## config.mk

```make
export PLATFORM = sky130hd
export DESIGN_NAME = base64_decoder_resync_top
export DESIGN_NICKNAME = d
export VERILOG_FILES = /design/src/rtl/b64d_pkg.sv /design/src/rtl/base64_decoder_resync_top.sv
export VERILOG_INCLUDE_DIRS = /design/src /design/src/rtl
export SDC_FILE = /design/constraint.sdc
export NUM_CORES = 1
export LEC_CHECK = 0
export BUFFER_PORTS_ARGS = -buffer_cell sky130_fd_sc_hd__buf_2
export CAP_MARGIN = 20
export CORE_UTILIZATION = 59
export DETAILED_ROUTE_END_ITERATION = 10
export GPL_TIMING_DRIVEN = 1
export PLACE_DENSITY_LB_ADDON = 0.15
export SYNTH_ARGS = -nofsm -noshare
export SYNTH_HDL_FRONTEND = slang
export SYNTH_SLANG_ARGS = --single-unit
```

## constraint.sdc

```tcl
create_clock -name clk -period 3.55 [get_ports clk]
set_input_delay 0.5325 -clock clk [delete_from_list [all_inputs] [get_ports clk]]
set_output_delay 0.5325 -clock clk [all_outputs]
set_load 0.03 [all_outputs]
```

## src/rtl/assert_macros.svh

```systemverilog
// Assertion macros shared by the RTL files.
`ifndef ASSERT_MACROS_SVH
`define ASSERT_MACROS_SVH

`ifndef NO_ASSERTIONS

// The consequent must hold in the same cycle as the antecedent.
`define ASSERT_NOW(label, clock, reset, ante, cons) \
  label: assert property (@(posedge clock) disable iff (reset) (ante) |-> (cons)) \
    else $error("assertion failed");

// The consequent must hold in the cycle after the antecedent.
`define ASSERT_NEXT(label, clock, reset, ante, cons) \
  label: assert property (@(posedge clock) disable iff (reset) (ante) |=> (cons)) \
    else $error("assertion failed");

`else

`define ASSERT_NOW(label, clock, reset, ante, cons)
`define ASSERT_NEXT(label, clock, reset, ante, cons)

`endif

`endif

```

## src/rtl/b64d_pkg.sv

```systemverilog
package b64d_pkg;

  // Character codes of the Base64 alphabet.
  localparam logic [7:0] CH_UPPER_A = 8'h41;
  localparam logic [7:0] CH_UPPER_Z = 8'h5A;
  localparam logic [7:0] CH_LOWER_A = 8'h61;
  localparam logic [7:0] CH_LOWER_Z = 8'h7A;
  localparam logic [7:0] CH_DIGIT_0 = 8'h30;
  localparam logic [7:0] CH_DIGIT_9 = 8'h39;
  localparam logic [7:0] CH_PLUS    = 8'h2B;
  localparam logic [7:0] CH_SLASH   = 8'h2F;
  localparam logic [7:0] CH_PAD     = 8'h3D;

  // Sextet values at the start of each character class.
  localparam logic [5:0] SX_LOWER_BASE = 6'd26;
  localparam logic [5:0] SX_DIGIT_BASE = 6'd52;
  localparam logic [5:0] SX_PLUS       = 6'd62;
  localparam logic [5:0] SX_SLASH      = 6'd63;
  localparam logic [5:0] SX_PAD        = 6'd0;

  // Number of sextets held before a group completes.
  localparam logic [1:0] FILL_FULL = 2'd3;
  // Number of bytes produced by one group.
  localparam logic [1:0] BYTES_PER_GROUP = 2'd3;

  typedef struct packed {
    logic       ok;
    logic [5:0] value;
  } sextet_t;

  // Maps one character to its sextet; ok is low for characters outside the alphabet.
  function automatic sextet_t char_to_sextet(input logic [7:0] c);
    sextet_t r;
    r.ok    = 1'b1;
    r.value = SX_PAD;
    if (c >= CH_UPPER_A && c <= CH_UPPER_Z) begin
      r.value = 6'(c - CH_UPPER_A);
    end else if (c >= CH_LOWER_A && c <= CH_LOWER_Z) begin
      r.value = 6'(c - CH_LOWER_A) + SX_LOWER_BASE;
    end else if (c >= CH_DIGIT_0 && c <= CH_DIGIT_9) begin
      r.value = {2'b00, c[3:0]} + SX_DIGIT_BASE;
    end else if (c == CH_PLUS) begin
      r.value = SX_PLUS;
    end else if (c == CH_SLASH) begin
      r.value = SX_SLASH;
    end else if (c == CH_PAD) begin
      r.value = SX_PAD;
    end else begin
      r.ok = 1'b0;
    end
    return r;
  endfunction

endpackage

```

## src/rtl/base64_decoder_resync_top.sv

```systemverilog
// Channel    | Handshake               | Payload
// -----------+-------------------------+------------------------------
// character  | char_valid, char_ready  | text_char[7:0], end_of_text
// byte       | byte_valid, byte_ready  | data_byte[7:0], group_last
//
// One character is taken per cycle unless the input register stalls; it is the only stall point.
// An accepted character is decoded from the input register; when it completes a group,
// the group's bytes are registered in the output buffer and offered from there.
// A completed group occupies the three-byte output buffer until its bytes are taken,
// and the buffer can drain while the four characters of the next group come in.
// Reset (rst, synchronous) empties the input register, the group and the buffer.
// A stalled byte channel holds the input register only when it completes a group.
`include "assert_macros.svh"

module base64_decoder_resync_top
  import b64d_pkg::*;
(
  input  logic       clk,
  input  logic       rst,
  input  logic       char_valid,
  output logic       char_ready,
  input  logic [7:0] text_char,
  input  logic       end_of_text,
  output logic       byte_valid,
  input  logic       byte_ready,
  output logic [7:0] data_byte,
  output logic       group_last
);

  // Input register.
  logic       held;
  logic [7:0] held_char;
  logic       held_eot;

  // Group under assembly.
  logic [1:0] fill;
  logic [5:0] store [3];

  // Output buffer: bytes leave from slot 0 and shift down.
  logic [1:0] count;
  logic [7:0] obuf [3];

  sextet_t    sx;
  logic       completes;
  logic       buf_free;
  logic       advance;
  logic       pop;
  logic       load;
  logic [1:0] fill_next;
  logic [7:0] byte0_next;
  logic [7:0] byte1_next;
  logic [7:0] byte2_next;

  // Decode of the held character and the flow control around it.
  always_comb begin
    sx         = char_to_sextet(held_char);
    completes  = held && sx.ok && (fill == FILL_FULL);
    pop        = byte_valid && byte_ready;
    buf_free   = (count == 2'd0) || ((count == 2'd1) && byte_ready);
    advance    = held && (!completes || buf_free);
    load       = advance && completes;
    char_ready = !held || advance;
    byte0_next = {store[0], store[1][5:4]};
    byte1_next = {store[1][3:0], store[2][5:2]};
    byte2_next = {store[2][1:0], sx.value};
  end

  // Next fill level of the group.
  always_comb begin
    fill_next = fill;
    if (advance) begin
      if (!sx.ok || completes || held_eot) begin
        fill_next = 2'd0;
      end else begin
        fill_next = fill + 2'd1;
      end
    end
  end

  assign byte_valid = (count != 2'd0);
  assign data_byte  = obuf[0];
  assign group_last = (count == 2'd1);

  // Control state.
  always_ff @(posedge clk) begin
    if (rst) begin
      held  <= 1'b0;
      fill  <= 2'd0;
      count <= 2'd0;
    end else begin
      if (char_ready) begin
        held <= char_valid;
      end
      fill <= fill_next;
      if (load) begin
        count <= BYTES_PER_GROUP;
      end else if (pop) begin
        count <= count - 2'd1;
      end
    end
  end

  // Payload registers.
  always_ff @(posedge clk) begin
    if (char_ready && char_valid) begin
      held_char <= text_char;
      held_eot  <= end_of_text;
    end
    if (advance && sx.ok && !completes) begin
      store[fill] <= sx.value;
    end
    if (load) begin
      obuf[0] <= byte0_next;
      obuf[1] <= byte1_next;
      obuf[2] <= byte2_next;
    end else if (pop) begin
      obuf[0] <= obuf[1];
      obuf[1] <= obuf[2];
    end
  end

  // A loaded group is offered in full on the next cycle.
  `ASSERT_NEXT(a_load_full, clk, rst, load, count == BYTES_PER_GROUP)
  // Groups are at least four characters apart, so two loads never follow each other.
  `ASSERT_NEXT(a_no_back_load, clk, rst, load, !load)
  // A completed group always leaves the assembly empty.
  `ASSERT_NEXT(a_fill_cleared, clk, rst, load, fill == 2'd0)
  // A held character that cannot move stays in place.
  `ASSERT_NEXT(a_stall_holds, clk, rst, held && !advance, held && $stable(held_char))
  // The input register only stalls on a completed group meeting a busy buffer.
  `ASSERT_NOW(a_stall_cause, clk, rst, held && !advance, completes && count != 2'd0)

endmodule

```

# [Word-level counts from Yosys, hierarchy flattened]
# Memory sizes are Yosys's and may differ from the RTL's.
# Index checks and enable logic that the tools add are counted.
# W data, S select, Z words.
[classes] n_addsub=6 magnitude_cmp=6 eq_ne=5 mux=23 n_bitwise=2 reduce_logical=23
[ops] op="$mux W6" n=5
[ops] op="$eq A8 B6 Y1 const B" n=3
[ops] op="$ge A8 B7 Y1 const B" n=2
[ops] op="$le A8 B7 Y1 const B" n=2
[ops] op="$mux W8" n=2
[ops] op="$mux W1" n=13
[ops] op="$logic_and A1 B1 Y1" n=12
[ops] op="$ge A8 B6 Y1 const B" n=1
[ops] op="$le A8 B6 Y1 const B" n=1
[ops] op="$add A5 B5 Y6 const B" n=1
[ops] op="$add A6 B5 Y6 const B" n=1
[ops] op="$mux W2" n=3
[ops] op="$sub A6 B1 Y6 const B" n=1
[ops] op="$sub A6 B6 Y6 const B" n=1
[ops] op="$logic_or A1 B1 Y1" n=5
[ops] op="$reduce_bool A2 Y1" n=2
[ops] op="$logic_not A1 Y1" n=3
[ops] op="$add A2 B1 Y2 const B" n=1
[ops] op="$eq A2 B1 Y1 const B" n=1
[ops] op="$eq A2 B2 Y1 const B" n=1
[ops] op="$logic_not A2 Y1" n=1
[ops] op="$or A1 B1 Y1" n=2
[ops] op="$sub A2 B1 Y2 const B" n=1
[word_totals] register_bits=14 ram_bits=42 input_bits=13 elab_cells=72 memories=2
[memory_table] memory="obuf" depth=3 width=8 read_ports=3 rd_ports_with_merged_regs=0 wr=3 line_no="base64_decoder_resync_top.sv:41" text="logic [7:0] obuf [3];"
[memory_table] memory="store" depth=3 width=6 read_ports=3 rd_ports_with_merged_regs=0 wr=1 line_no="base64_decoder_resync_top.sv:37" text="logic [5:0] store [3];"

# [Logic depth before layout (Yosys ltp)]
# Gate-level depths: netlist of run 1.
[logic_depth] ltp_word=16 depth_mapped=9 ltp_nobuf=7

# [Least setup slack after synthesis of run 1]
# Ideal clock, no wire load.
[synth_timing] kind="register to register" from="register held_char[2]" to="register held_char[0], enable pin" setup_ps=283 t_arrival_ps=2486 required_ps=3267 setup_slack_ps=781 path_stages_with_launch=9 n_path_buf=1 period_less_slack_ps=2769 cell_sequence="edfxtp_1 -> inv_1 -> ha_1 -> buf_6 -> a21o_2 -> o2111a_1 -> nor3_1 -> o2111ai_1 -> and2_1"
[synth_via] elab_chain_cells=14 word_cells_on_any_way=25 classes_between="order compare: 6; eq/ne: 3; mux: 6; reduce/logical: 10"
[synth_lines] element="start: declaration" line_no="base64_decoder_resync_top.sv:32" text="logic [7:0] held_char;"
[synth_lines] element="start signal: assignment" line_no="base64_decoder_resync_top.sv:106" text="held_char <= text_char;"
[synth_lines] element="$eq A8 B6 Y1" line_no="b64d_pkg.sv:46" text="end else if (c == CH_PAD) begin"
[synth_lines] element="$mux W1" line_no="b64d_pkg.sv:46"
[synth_lines] element="$mux W1" line_no="b64d_pkg.sv:44" text="end else if (c == CH_SLASH) begin"
[synth_lines] element="$mux W1" line_no="b64d_pkg.sv:42" text="end else if (c == CH_PLUS) begin"
[synth_lines] element="$mux W1" line_no="b64d_pkg.sv:40" text="end else if (c >= CH_DIGIT_0 && c <= CH_DIGIT_9) begin"
[synth_lines] element="$mux W1" line_no="b64d_pkg.sv:38" text="end else if (c >= CH_LOWER_A && c <= CH_LOWER_Z) begin"
[synth_lines] element="$mux W1 *" line_no="b64d_pkg.sv:36" text="if (c >= CH_UPPER_A && c <= CH_UPPER_Z) begin"
[synth_lines] element="$logic_and A1 B1 Y1 * (2 in a row)" line_no="base64_decoder_resync_top.sv:57" text="completes = held && sx.ok && (fill == FILL_FULL);"
[synth_lines] element="$logic_not A1 Y1 *" line_no="base64_decoder_resync_top.sv:60" text="advance = held && (!completes || buf_free);"
[synth_lines] element="$logic_or A1 B1 Y1 *" line_no="base64_decoder_resync_top.sv:60"
[synth_lines] element="$logic_and A1 B1 Y1 *" line_no="base64_decoder_resync_top.sv:60"
[synth_lines] element="$logic_or A1 B1 Y1 *" line_no="base64_decoder_resync_top.sv:62" text="char_ready = !held || advance;"
[synth_lines] element="net char_ready" line_no="base64_decoder_resync_top.sv:21" text="output logic char_ready,"
[synth_lines] element="$logic_and A1 B1 Y1 *" line_no="base64_decoder_resync_top.sv:105" text="if (char_ready && char_valid) begin"
# The timed path passes the listed nets; every way through them passes the cells marked *.
# A chain may end at the register's enable or synchronous reset.

# [Worst setup path after layout of run 1]
[layout_timing] from="register held_char[2]" to="output port char_ready"
[layout_via] elab_chain_cells=13 word_cells_on_any_way=24 classes_between="order compare: 6; eq/ne: 3; mux: 6; reduce/logical: 9"
[layout_lines] element="$eq A8 B6 Y1" line_no="b64d_pkg.sv:46"
[layout_lines] element="$mux W1" line_no="b64d_pkg.sv:46"
[layout_lines] element="$mux W1" line_no="b64d_pkg.sv:44"
[layout_lines] element="$mux W1" line_no="b64d_pkg.sv:42"
[layout_lines] element="$mux W1" line_no="b64d_pkg.sv:40"
[layout_lines] element="$mux W1" line_no="b64d_pkg.sv:38"
[layout_lines] element="$mux W1 *" line_no="b64d_pkg.sv:36"
[layout_lines] element="$logic_and A1 B1 Y1 * (2 in a row)" line_no="base64_decoder_resync_top.sv:57"
[layout_lines] element="$logic_not A1 Y1 *" line_no="base64_decoder_resync_top.sv:60"
[layout_lines] element="$logic_or A1 B1 Y1 *" line_no="base64_decoder_resync_top.sv:60"
[layout_lines] element="$logic_and A1 B1 Y1 *" line_no="base64_decoder_resync_top.sv:60"
[layout_lines] element="$logic_or A1 B1 Y1 *" line_no="base64_decoder_resync_top.sv:62"
[layout_lines] element="end: declaration" line_no="base64_decoder_resync_top.sv:21"
# Every way passes the cells marked *; elsewhere a longest branch is shown, timed or not.

==> results_dict.tcl, run 1 <==
set metrics [dict create \
    hold_class "input pin to flop" \
    p_switching_mw 0.339 \
    place_inst 274 \
    syn-num-nets 238 \
    avgRoutedWirePerCell_microns 16.5 \
    drc 0 \
    synthToLayoutAreaGrowth_pct 6.39 \
    min_period_over_period_pct 88.4 \
    fin_worst_skew_ns 0.00340 \
    grt_max_degree 18 \
    vdd_drop_max_uv 273 \
    clkSinkCount 56 \
    synth_edf_count 51 \
    tns_ns 0 \
    dpl_cell_area_sq_um 2850 \
    grt_pass1_vias 1619 \
    power.share.clock_pct 26.0 \
    cts_buffer_depth 2 \
    cts_hold_buffers 0 \
    layout_common_cells "51 x edfxtp_1, 23 x buf_2, 22 x inv_1" \
    comb_power_share_pct 14.7 \
    drv_slew 0 \
    io_buffers 23 \
    place_congestion 1.01 \
    path_clk_slew_ns 0.09 \
    maxCapViolCount 0 \
    switching_share_pct 25.8 \
    ioPinCount 24 \
    drt_iter0_drc 82 \
    grt_pass1_wl_microns 7820 \
    cts_tree "built" \
    fmax_ghz 0.319 \
    n_antenna_cell 0 \
    power.density_nw_per_um2 447 \
    start_kind "flop" \
    die_x_microns 70.4 \
    worst_hold_slack_ns 0.400 \
    die_area_sq_um 4950 \
    die_h_microns 70.4 \
    instances_no_fill 282 \
    intPower_mw 0.974 \
    arrival_ns 2.61 \
    worstMarginPinSlew_ns 0.764 \
    rows 24 \
    antenna_left 0 \
    critical_path_class "flop to primary output" \
    hold_viol 0 \
    routed_wl_microns 4670 \
    path_max_fanout 8 \
    post_cts_resized 0 \
    dpl.hpwl_microns 3480 \
    core_sq_um 4410 \
    synth-seq-cells 56 \
    post_drt_via_cell_ratio 5.83 \
    cts.htree.levels 2 \
    synthArstFlopShare_pct 0 \
    syn_avg_cell_area_sq_um 13.1 \
    antenna_found_initial 0 \
    multi_input_area_sq_um 945 \
    start_util_pct 62.5 \
    layout-drive-gt1-share_pct 23.0 \
    layout_commonest_cell "edfxtp_1" \
    fin_util_pct 66.5 \
    syn-cell-area_sq_um 2760 \
    seq_area_frac_synth_pct 59.1 \
    power.leakage_nw 1.12 \
    vias 1644 \
    fillers 337 \
    setup_viol 0 \
    p_seq_share_pct 59.4 \
    min_period_ns 3.14 \
    grt_setup_unrepaired "false" \
    clkLatencyLatePin_ns 0.30 \
    overflow 0 \
    synth_ff_type "edfxtp_1" \
    status "finished, final reports clean" \
    synthDistinctLibCells 51 \
    finalInstanceArea_sq_um 2940 \
    fin_nets 257 \
    yosys_warnings 0 \
    numCtsBuffers 5 \
    cts_setup_buffers 0 \
    endpoint_kind "primary output" \
    cts_root_buf "clkbuf_8" \
    synthCells 210 \
    cp.required_ns 3.02 \
    ff_latch_area_sq_um 1630 \
    slew_headroom_pct 49.0 \
    grt_use_total_pct 20.5 \
    dr.pass1.iters 4 \
]
-- power by group through the flow --
stage | Clock, mW | Sequential [mW] | Combinational, mW
final | 0.341 | 0.779 | 0.193
after global routing | 0.370 | 0.784 | 0.211
after CTS | 0.349 | 0.779 | 0.193
after detailed placement | 0 | 0.795 | 0.193
after global placement | 0 | 0.793 | 0.185
after floorplan | 0 | 0.787 | 0.158
-- final timing paths --
| kind | slack, ns | depth (start not counted) | endpoint | from |
|---|---|---|---|---|
| worst max-delay path | 0.41 | 7 | char_ready | held_char[2]$_DFFE_PP_ |
| worst min-delay path | 0.40 | 1 | held_char[4]$_DFFE_PP_ | text_char[4] |
| worst max register to register | 0.42 | 7 | obuf[0][1]$_DFFE_PP_ | held_char[2]$_DFFE_PP_ |
| worst min register to register | 0.43 | 0 | obuf[1][7]$_DFFE_PP_ | store[2][1]$_DFFE_PP_ |
-- critical path: stages (launching register included) --
cell and delay, ns:
edfxtp_1 0.50, inv_1 0.14, ha_1 0.31, a21o_2 0.27
o2111a_1 0.16, nor3_1 0.49, o2111ai_1 0.22, buf_2 0.23
-- layout make-up --
| type | instances | share of cell area [%] |
|---|---|---|
| timing repair buffer | 24 | 4.18 |
| tap | 52 | 2.22 |
| sequential | 56 | 55.6 |
| inverter | 22 | 2.81 |
| clock inverter | 2 | 0.554 |
| clock buffer | 6 | 2.47 |
| multi-input combinational | 120 | 32.2 |
-- synth_stat cells, drive strengths merged, types with 2 or more instances --
| cell type | instances | area (sq um) |
|---|---|---|
| o21a | 2 | 15.0 |
| nand2 | 9 | 33.8 |
| o211a | 2 | 20.0 |
| o21ai | 9 | 45.0 |
| mux2 | 16 | 180 |
| nor2b | 3 | 18.8 |
| and2 | 2 | 12.5 |
| nand3 | 5 | 25.0 |
| edfxtp | 51 | 1530 |
| and2b | 3 | 25.0 |
| nor3 | 4 | 20.0 |
| inv | 22 | 82.6 |
| a31oi | 2 | 12.5 |
| nor2 | 9 | 36.3 |
| buf | 10 | 82.6 |
| o22ai | 2 | 12.5 |
| a221oi | 2 | 17.5 |
| clkbuf | 2 | 17.5 |
| ha | 15 | 188 |
| a32oi | 2 | 17.5 |
| dfxtp | 5 | 100 |
| nand3b | 2 | 15.0 |
| and3 | 2 | 12.5 |
| a21oi | 6 | 30.0 |
| o2111a | 2 | 22.5 |
-- sequential cells by signal, indices dropped and copies added (netlist names) --
name       flops
obuf          24
store         18
held_char      8
count          2
fill           2
held           1
held_eot       1
-- stage by stage --
step | setup slack [ns] | power [mW]
2_1_floorplan | 0.781 | 0.945
3_3_place_gp | 0.558 | 0.978
3_5_place_dp | 0.434 | 0.987
4_1_cts | 0.416 | 1.32
5_1_grt | 0.207 | 1.36
6_report | 0.410 | 1.31
-- cells by family (layout without fill, tap and decap cells) --
family / count (synthesis) / after routing / synth area share, %
flops: 56 / 56 / 59.1
simple gates: 46 / 46 / 9.48
compound gates: 41 / 41 / 10.7
buf+inv: 34 / 54 / 6.62
mux: 17 / 17 / 6.89
fa+ha+maj: 15 / 15 / 6.80
xor+xnor: 1 / 1 / 0.318
-- per-layer routing --
layer | wire length (microns) | global-route usage [%]
met1 | 1990 | 25.7
met3 | 177 | 3.61
met5 | 0 | 0
met2 | 2430 | 35.7
met4 | 69 | 6.67
No activity file was read; power rests on OpenSTA's default activity.
==> run 2: changes to the inputs <==
--- a/config.mk
+++ b/config.mk
@@ -12,6 +12,7 @@
 export DETAILED_ROUTE_END_ITERATION = 10
 export GPL_TIMING_DRIVEN = 1
 export PLACE_DENSITY_LB_ADDON = 0.15
+export RECOVER_POWER = 100
 export SYNTH_ARGS = -nofsm -noshare
 export SYNTH_HDL_FRONTEND = slang
 export SYNTH_SLANG_ARGS = --single-unit
==> results_dict.tcl, run 2 (synthesized netlist as in run 1, its figures left out) <==
set metrics [dict create \
    n_antenna_cell 0 \
    r2r-start "held_char[2]$_DFFE_PP_" \
    drt_iter0_drc 89 \
    critical_path_class "flop to primary output" \
    fin_nets 257 \
    min_period_over_period_pct 88.8 \
    grt_pass1_wl_microns 7820 \
    arrival_ns 2.62 \
    cts_tree "built" \
    post_drt_via_cell_ratio 5.87 \
    die_area_sq_um 4950 \
    maxCapViolCount 0 \
    hold_class "input pin to flop" \
    avgRoutedWirePerCell_microns 16.6 \
    grt_pass1_vias 1619 \
    slew_headroom_pct 42.6 \
    place_inst 274 \
    cts_buffer_depth 2 \
    die_h_microns 70.4 \
    start_util_pct 62.5 \
    start_kind "flop" \
    dr.pass1.iters 4 \
    dpl.hpwl_microns 3480 \
    worstMarginPinSlew_ns 0.861 \
    overflow 0 \
    top_regs "obuf (24), store (18), held_char (8)" \
    endpoint_kind "primary output" \
    min_period_ns 3.15 \
    worst_hold_slack_ns 0.401 \
    instances_no_fill 282 \
    largest_register_ffs 24 \
    rows 24 \
    antenna_found_initial 0 \
    grt_setup_unrepaired "false" \
    cpPeakStageDelay_ns 0.49 \
    cts_root_buf "clkbuf_8" \
    layout_commonest_cell "edfxtp_1" \
    routed_wl_microns 4690 \
    cp.required_ns 3.02 \
    setup_viol 0 \
    startpoint "held_char[2]$_DFFE_PP_" \
    crit_slowest_cell "edfxtp_1" \
    vias 1655 \
    path_buf_inv 2 \
    core_sq_um 4410 \
    regMostFlops "obuf" \
    fmax_ghz 0.317 \
    numCtsBuffers 5 \
    status "finished, final reports clean" \
    cts_setup_buffers 0 \
    post_cts_resized 0 \
    place_congestion 1.01 \
    io_buffers 23 \
    synthToLayoutAreaGrowth_pct 5.53 \
    critPathTopFamily "compound AO/OA/AOI/OAI gates" \
    hold_viol 0 \
    hp-start "text_char[4]" \
    tns_ns 0 \
    ioPinCount 24 \
    path_cells "inv_1, ha_1, a21o_2, o2111a_1, nor3_1, o2111ai_1, clkbuf_1" \
    vdd_drop_max_uv 274 \
    grt_max_degree 18 \
    cts_hold_buffers 0 \
    cts.htree.levels 2 \
    power.leakage_nw 1.09 \
    layout_common_cells "51 x edfxtp_1, 22 x inv_1, 16 x mux2_2" \
    path_max_fanout 8 \
    power.density_nw_per_um2 449 \
    grt_use_total_pct 20.5 \
    die_x_microns 70.4 \
    antenna_left 0 \
    layout-drive-gt1-share_pct 17.4 \
    path_clk_slew_ns 0.09 \
    drv_slew 0 \
    drc 0 \
    fin_worst_skew_ns 0.00231 \
    clkLatencyLatePin_ns 0.30 \
    clkSinkCount 56 \
]
[run 2: cell types whose count changed in the layout (fill, tap and decap cells not counted)]
cell	before	now
buf_4	1	0
and2_1	2	1
nor4_2	1	0
and2_0	0	1
buf_2	23	12
nor4_1	0	1
clkbuf_1	1	13
[run 2: stage by stage]
stage / power (mW) / cell area [sq um] / worst slack, ns / util [%]
after floorplan: 0.945 / 2760 / 0.781 / -
after global placement: 0.978 / 2850 / 0.558 / 64.5
after detailed placement: 0.987 / 2850 / 0.434 / 64.5
after CTS: 1.32 / 2940 / 0.416 / 66.5
after global routing: 1.36 / 2910 / 0.198 / 66.0
final: 1.31 / 2910 / 0.397 / 66.0
[run 2: final timing paths]
kind | to | slack (ns) | depth (start not counted)
max | char_ready | 0.40 | 7
min | held_char[4]$_DFFE_PP_ | 0.40 | 1
max reg2reg | obuf[0][1]$_DFFE_PP_ | 0.45 | 7
min reg2reg | obuf[1][7]$_DFFE_PP_ | 0.43 | 0
[run 2: final cells by class]
| cell class | instances | area [sq um] |
|---|---|---|
| Sequential cell | 56 | 1630 |
| Inverter | 22 | 82.6 |
| Timing Repair Buffer | 24 | 105 |
| Multi-Input combinational cell | 120 | 938 |
| Tap cell | 52 | 65.1 |
| Fill cell | 343 | 1500 |
| Clock buffer | 6 | 72.6 |
| Clock inverter | 2 | 16.3 |
[run 2: report_power, final]
part           switching (mW)  total, mW  internal [mW]  leakage (nW)
sequential             0.0202      0.780          0.760         0.515
clock                   0.199      0.340          0.141        0.0414
combinational           0.119      0.189         0.0698         0.532
total                   0.338       1.31          0.970          1.09
[run 2: layer usage]
metal	wire length, microns	vias up	global-route usage, %
met5	0	-	0
met4	54	0	6.67
met3	171	6	3.61
met2	2460	46	35.7
met1	2010	801	25.7
li1	-	802	-
[run 2: worst register-to-register path, delay by kind of cell (launching register included)]
kind	cells	cell delay, ns
and+or+nand+nor	2	1.10
AOI/OAI and AO/OA	3	0.71
DFF	1	0.49
adders and majority gates	1	0.31
buffers and inverters	1	0.14
